--- config.mk ---
export PLATFORM = sky130hd
export DESIGN_NAME = pidd_csr
export DESIGN_NICKNAME = d
export VERILOG_FILES = /design/src/rtl/pidd_pkg.sv /design/src/rtl/pidd_csr.sv
export SDC_FILE = /design/constraint.sdc
export NUM_CORES = 1
export LEC_CHECK = 0
export ABC_AREA = 1
export ABC_CLOCK_PERIOD_IN_PS = 2300
export BUFFER_PORTS_ARGS = -buffer_cell sky130_fd_sc_hd__buf_2
export CAP_MARGIN = 20
export CORE_MARGIN = 4
export CORE_UTILIZATION = 50
export CTS_CLUSTER_DIAMETER = 120
export CTS_CLUSTER_SIZE = 20
export DETAILED_ROUTE_END_ITERATION = 12
export PLACE_DENSITY = 0.78
export SLEW_MARGIN = 30
export SYNTH_ARGS = -nofsm -noshare
export SYNTH_HDL_FRONTEND = slang
export SYNTH_SLANG_ARGS = --single-unit
--- constraint.sdc ---
create_clock -name clock -period 2.3 [get_ports clock]
set_input_delay 0.115 -clock clock [delete_from_list [all_inputs] [get_ports clock]]
set_output_delay 0.115 -clock clock [all_outputs]
set_load 0.02 [all_outputs]
--- src/rtl/pidd_pkg.sv ---
// ----------------------------------------------------------------------------
// pidd_pkg: shared types, constants and arithmetic helpers
// Q16.16 formats, function codes, register map, filter coefficients.
// ----------------------------------------------------------------------------
package pidd_pkg;

   // sample period and derivative filter time constant, Q16.16
   localparam longint SAMPLE_PERIOD_Q16 = 655;
   localparam longint FILTER_TIME_Q16   = 3277;

   localparam longint FILT_DEN  = 2 * FILTER_TIME_Q16 + SAMPLE_PERIOD_Q16;
   localparam longint BETA_NUM  = (2 * FILTER_TIME_Q16 - SAMPLE_PERIOD_Q16) * 65536;
   localparam longint BETA_ABS  = (BETA_NUM < 0) ? -BETA_NUM : BETA_NUM;
   localparam longint BETA_MAG  = (2 * BETA_ABS + FILT_DEN) / (2 * FILT_DEN);
   localparam longint BETA_VAL  = (BETA_NUM < 0) ? -BETA_MAG : BETA_MAG;
   localparam longint GAIN_RAW  = ((longint'(1) << 34) + FILT_DEN) / (2 * FILT_DEN);
   localparam longint GAIN_VAL  = (GAIN_RAW > 2147483647) ? 2147483647 : GAIN_RAW;

   typedef logic signed [31:0] word_type;
   typedef logic signed [32:0] opnd_type;
   typedef logic signed [65:0] prod_type;

   localparam opnd_type TS_OPND        = 33'(SAMPLE_PERIOD_Q16);
   localparam opnd_type BETA_OPND      = 33'(BETA_VAL);
   localparam opnd_type RATE_GAIN_OPND = 33'(GAIN_VAL);

   localparam prod_type SAT_HI = 66'sd2147483647;
   localparam prod_type SAT_LO = -66'sd2147483648;

   localparam logic [1:0] FUNC_PID   = 2'd0;
   localparam logic [1:0] FUNC_PD    = 2'd1;
   localparam logic [1:0] FUNC_RESET = 2'd2;
   localparam logic [1:0] FUNC_NONE  = 2'd3;

   localparam logic [2:0] REG_GAIN_PROP     = 3'd0;
   localparam logic [2:0] REG_GAIN_INTEGRAL = 3'd1;
   localparam logic [2:0] REG_GAIN_DERIV    = 3'd2;
   localparam logic [2:0] REG_OUT_MIN       = 3'd3;
   localparam logic [2:0] REG_OUT_MAX       = 3'd4;
   localparam logic [2:0] REG_DEAD_LOW      = 3'd5;
   localparam logic [2:0] REG_DEAD_HIGH     = 3'd6;
   localparam logic [2:0] REG_MODE          = 3'd7;

   localparam int CSR_ADDR_W = 5;

   localparam word_type OUT_MIN_RESET = 32'sh8000_0000;
   localparam word_type OUT_MAX_RESET = 32'sh7fff_ffff;

   typedef struct packed {
      word_type   gain_prop;
      word_type   gain_integral;
      word_type   gain_deriv;
      word_type   out_min;
      word_type   out_max;
      word_type   dead_low;
      word_type   dead_high;
      logic [1:0] mode_bits;
   } cfg_type;

   typedef struct packed {
      logic        start;
      logic        neg;
      logic [63:0] num_mag;
      logic [31:0] den_mag;
   } div_req_type;

   function automatic prod_type wide(input word_type w);
      return {{34{w[31]}}, w};
   endfunction

   function automatic word_type sat32(input prod_type v);
      word_type r;
      if (v > SAT_HI) begin
         r = 32'sh7fff_ffff;
      end else if (v < SAT_LO) begin
         r = 32'sh8000_0000;
      end else begin
         r = v[31:0];
      end
      return r;
   endfunction

   // round to nearest, ties up, then drop 16 fraction bits
   function automatic prod_type qmul(input prod_type p);
      return (p + 66'sd32768) >>> 16;
   endfunction

   function automatic word_type limit(input word_type u, input word_type lo,
                                      input word_type hi);
      word_type v;
      v = (u < hi) ? u : hi;
      return (v > lo) ? v : lo;
   endfunction

   function automatic logic [63:0] mag64(input prod_type p);
      prod_type m;
      m = p[65] ? -p : p;
      return m[63:0];
   endfunction

   function automatic logic [31:0] mag32(input word_type w);
      logic [31:0] v;
      v = w;
      return v[31] ? (~v + 32'd1) : v;
   endfunction

endpackage

--- src/rtl/pidd_csr.sv ---
// ----------------------------------------------------------------------------
// pidd_csr: configuration register file
// APB-style write and read access to gains, limits, deadband and mode.
// ----------------------------------------------------------------------------
module pidd_csr (
   input  logic                             clock,
   input  logic                             reset,
   input  logic                             csr_psel,
   input  logic                             csr_penable,
   input  logic                             csr_pwrite,
   input  logic [pidd_pkg::CSR_ADDR_W-1:0]  csr_paddr,
   input  logic [31:0]                      csr_pwdata,
   output logic [31:0]                      csr_prdata,
   output logic                             csr_pready,
   output pidd_pkg::cfg_type                cfg
);

   pidd_pkg::cfg_type cfg_ff, cfg_in;
   logic              wr_en;
   logic [2:0]        idx;

   assign wr_en      = csr_psel && csr_penable && csr_pwrite && csr_pready;
   assign idx        = csr_paddr[4:2];
   assign csr_pready = 1'b1;
   assign cfg        = cfg_ff;

   always_comb begin
      cfg_in = cfg_ff;
      if (wr_en) begin
         case (idx)
            pidd_pkg::REG_GAIN_PROP:     cfg_in.gain_prop     = csr_pwdata;
            pidd_pkg::REG_GAIN_INTEGRAL: cfg_in.gain_integral = csr_pwdata;
            pidd_pkg::REG_GAIN_DERIV:    cfg_in.gain_deriv    = csr_pwdata;
            pidd_pkg::REG_OUT_MIN:       cfg_in.out_min       = csr_pwdata;
            pidd_pkg::REG_OUT_MAX:       cfg_in.out_max       = csr_pwdata;
            pidd_pkg::REG_DEAD_LOW:      cfg_in.dead_low      = csr_pwdata;
            pidd_pkg::REG_DEAD_HIGH:     cfg_in.dead_high     = csr_pwdata;
            pidd_pkg::REG_MODE:          cfg_in.mode_bits     = csr_pwdata[1:0];
            default:                     cfg_in = cfg_ff;
         endcase
      end
   end

   always_comb begin
      case (idx)
         pidd_pkg::REG_GAIN_PROP:     csr_prdata = cfg_ff.gain_prop;
         pidd_pkg::REG_GAIN_INTEGRAL: csr_prdata = cfg_ff.gain_integral;
         pidd_pkg::REG_GAIN_DERIV:    csr_prdata = cfg_ff.gain_deriv;
         pidd_pkg::REG_OUT_MIN:       csr_prdata = cfg_ff.out_min;
         pidd_pkg::REG_OUT_MAX:       csr_prdata = cfg_ff.out_max;
         pidd_pkg::REG_DEAD_LOW:      csr_prdata = cfg_ff.dead_low;
         pidd_pkg::REG_DEAD_HIGH:     csr_prdata = cfg_ff.dead_high;
         pidd_pkg::REG_MODE:          csr_prdata = {30'd0, cfg_ff.mode_bits};
         default:                     csr_prdata = 32'd0;
      endcase
   end

   always_ff @(posedge clock) begin
      if (reset) begin
         cfg_ff.gain_prop     <= '0;
         cfg_ff.gain_integral <= '0;
         cfg_ff.gain_deriv    <= '0;
         cfg_ff.out_min       <= pidd_pkg::OUT_MIN_RESET;
         cfg_ff.out_max       <= pidd_pkg::OUT_MAX_RESET;
         cfg_ff.dead_low      <= '0;
         cfg_ff.dead_high     <= '0;
         cfg_ff.mode_bits     <= 2'd0;
      end else begin
         cfg_ff <= cfg_in;
      end
   end

endmodule

==> flow_summary.ini <==
[outcome]
outcome = completed

[route]
wl_per_cell_um = 19.3
drc = 0
via_per_inst = 5.64
drt_iter0_drc = 1564
ant_nets = 0
vias = 11500
drtPass1Iterations = 5
wl_um = 39400

[global_routing]
antenna_found_initial = 3
grt_start_max_net_pins = 79
grt_first_pass_wirelength_um = 59200
grt_overflow_total = 0
grt_usage = 0.330
grt_pass1_vias = 10100

[final_layout]
fillers = 1937
largest_reg_flops = 226
drive_gt1_frac = 0.211
syn_to_final_growth_pct = 22.3
finalNetCount = 1808
post-route-util = 0.621

[yosys]
ys_seq_area_frac = 0.441
syn_area_sq_um = 10300
yosys_warnings = 0
ys_ff_latch = 226
ys_types = 20
syn-num-nets = 1555
netlist_instances = 1513
syn_area_per_cell_sq_um = 6.79

[clock_network]
insertion_delay_ps = 490
cts_buffers = 15
clk_path_buf_depth = 3
clk_pin_slew_ps = 90
root_buffer = clkbuf_16
htree_num_levels = 1
cts_tree = yes
cts_sinks = 226

[setup_path]
crit_buf_inv = 1
critical_path_peak_fanout = 3
rr_worst_depth = 2
crit_chain = nand4_1 > nand2_1 > nor2_1 > nand3_1 > buf_2
rrSetupSlack_ps = 1570
path_delay_family = simple AND/OR/NAND/NOR gates
cp-end-kind = output port
criticalPathCategory = reg -> out
r2r_start = cfg[162]
cp.arrival_ps = 1600
startpoint_type = register
worst_ep_required_time_ps = 2180
critical_path_depth = 5
critPathSlowestCell = dfxtp_1
r2r_end = cfg[162]
slowest_delay_ps = 330

[die]
row_count = 52
fp.dieH_um = 151
die_area_sq_um = 22900
start_util = 0.507
die_w_um = 151
ios = 301
core_region_area_sq_um = 20200

[timing]
final.setup.tns_ps = 0
worst_pin_slew_ps = 718
min_period_over_period = 0.747
final_max_slew_viol_count = 0
rsz0062_at_grt = no
setup_viol = 0
hold_viol = 0
maxSlewHeadroom = 0.521
period_minus_slack_ps = 1720
fmax_mhz = 582
skew_ps = 0

[hold_path]
hold_start = csr_pwdata[25]
hold_end = cfg[91]
hold_path_depth = 3
worstHoldPathType = in -> reg

[pwr]
power_w = 0.00743
power.leakage_nw = 5.92
powerDensity_nw_per_um2 = 592
ir_drop_mv = 0.377

[placed_design]
gp_congestion = 0.989
dp_hpwl_um = 26700
port_buffers = 297

[flow_run]
drv_cap = 0
timing repair:
item / CTS / global route
hold buffers: 28 / 0
hold endpoints to repair: 40 / 0
setup buffers: 0 / 0
resized for setup: 0 / 0
report_power, final:
| group | total [W] | switching, W | leakage, nW | internal, W |
|---|---|---|---|---|
| sequential | 0.00400 | 0.0000422 | 1.83 | 0.00396 |
| combinational | 0.000844 | 0.000617 | 3.90 | 0.000227 |
| clock | 0.00259 | 0.00139 | 0.197 | 0.00120 |
tightest hold or removal path, delay by kind of cell:
kind,cells,cell delay [ps]
buf+inv,1,170
simple gates,2,150
cell families (layout without fill, tap and decap cells):
group | count (synthesis) | after routing | synth area share
compound gates | 194 | 194 | 0.0946
buf+inv | 199 | 452 | 0.0826
simple gates | 893 | 893 | 0.382
flops | 226 | 226 | 0.441
other cells | 1 | 3 | 0.000365
per-stage QoR:
step | instance area [sq um] | setup slack [ps] | hold WS (ps) | instances
CTS | 12600 | 610 | 0.676 | 2036
floorplan | 10300 | 1080 | 228 | 1513
finish | 12600 | 583 | 8.91 | 2038
global placement | 11900 | 617 | 450 | 1991
global route | 12600 | 520 | 11.1 | 2037
detailed placement | 11900 | 583 | 459 | 1991
layout make-up:
| class | count | area [sq um] | area share |
|---|---|---|---|
| antenna | 2 | 5.00 | 0.000398 |
| timing repair buffer | 364 | 2120 | 0.169 |
| tap | 270 | 338 | 0.0269 |
| inverter | 71 | 269 | 0.0214 |
| clock buffer | 15 | 375 | 0.0299 |
| sequential | 226 | 4520 | 0.360 |
| clock inverter | 2 | 25.0 | 0.00199 |
| multi-input combinational | 1088 | 4900 | 0.390 |
cells in the mapped netlist (all sizes together):
cell type,number,share of area
buf,66,0.034
clkbuf,62,0.023
nand4,68,0.041
o21ai,194,0.095
nor3,160,0.078
inv,70,0.026
nand2,200,0.073
dfxtp,226,0.44
clkinv,1,0.00037
nor2,364,0.14
conb,1,0.00037
nand3,101,0.054
placed cells by master (no fill, tap or decap), drive strengths merged:
cell	count
o21ai	194
nor3	160
nand2	200
nand4	68
clkbuf	15
dlygate4sd3	28
nor2	364
nand3	101
buf	336
diode	2
inv	73
conb	1
dfxtp	226
how the worst max path moves through the flow:
stage / startpoint / end / slack [ps]
2_1_floorplan: csr_paddr[4] / csr_prdata[19] / 1080
3_3_place_gp: csr_paddr[3] / cfg[97] / 620
3_5_place_dp: csr_paddr[3] / cfg[70] / 580
4_1_cts: cfg[50] / csr_prdata[16] / 610
5_1_grt: cfg[50] / csr_prdata[16] / 520
6_report: cfg[50] / csr_prdata[16] / 580
routing by layer:
layer	part of all wire	track usage	wire length (um)
met1	0.42	0.500	16600
met2	0.43	0.475	16900
met4	0.036	0.106	1410
met5	0.00033	0	13
met3	0.11	0.0539	4480
Power figures use the tool's default switching activity.
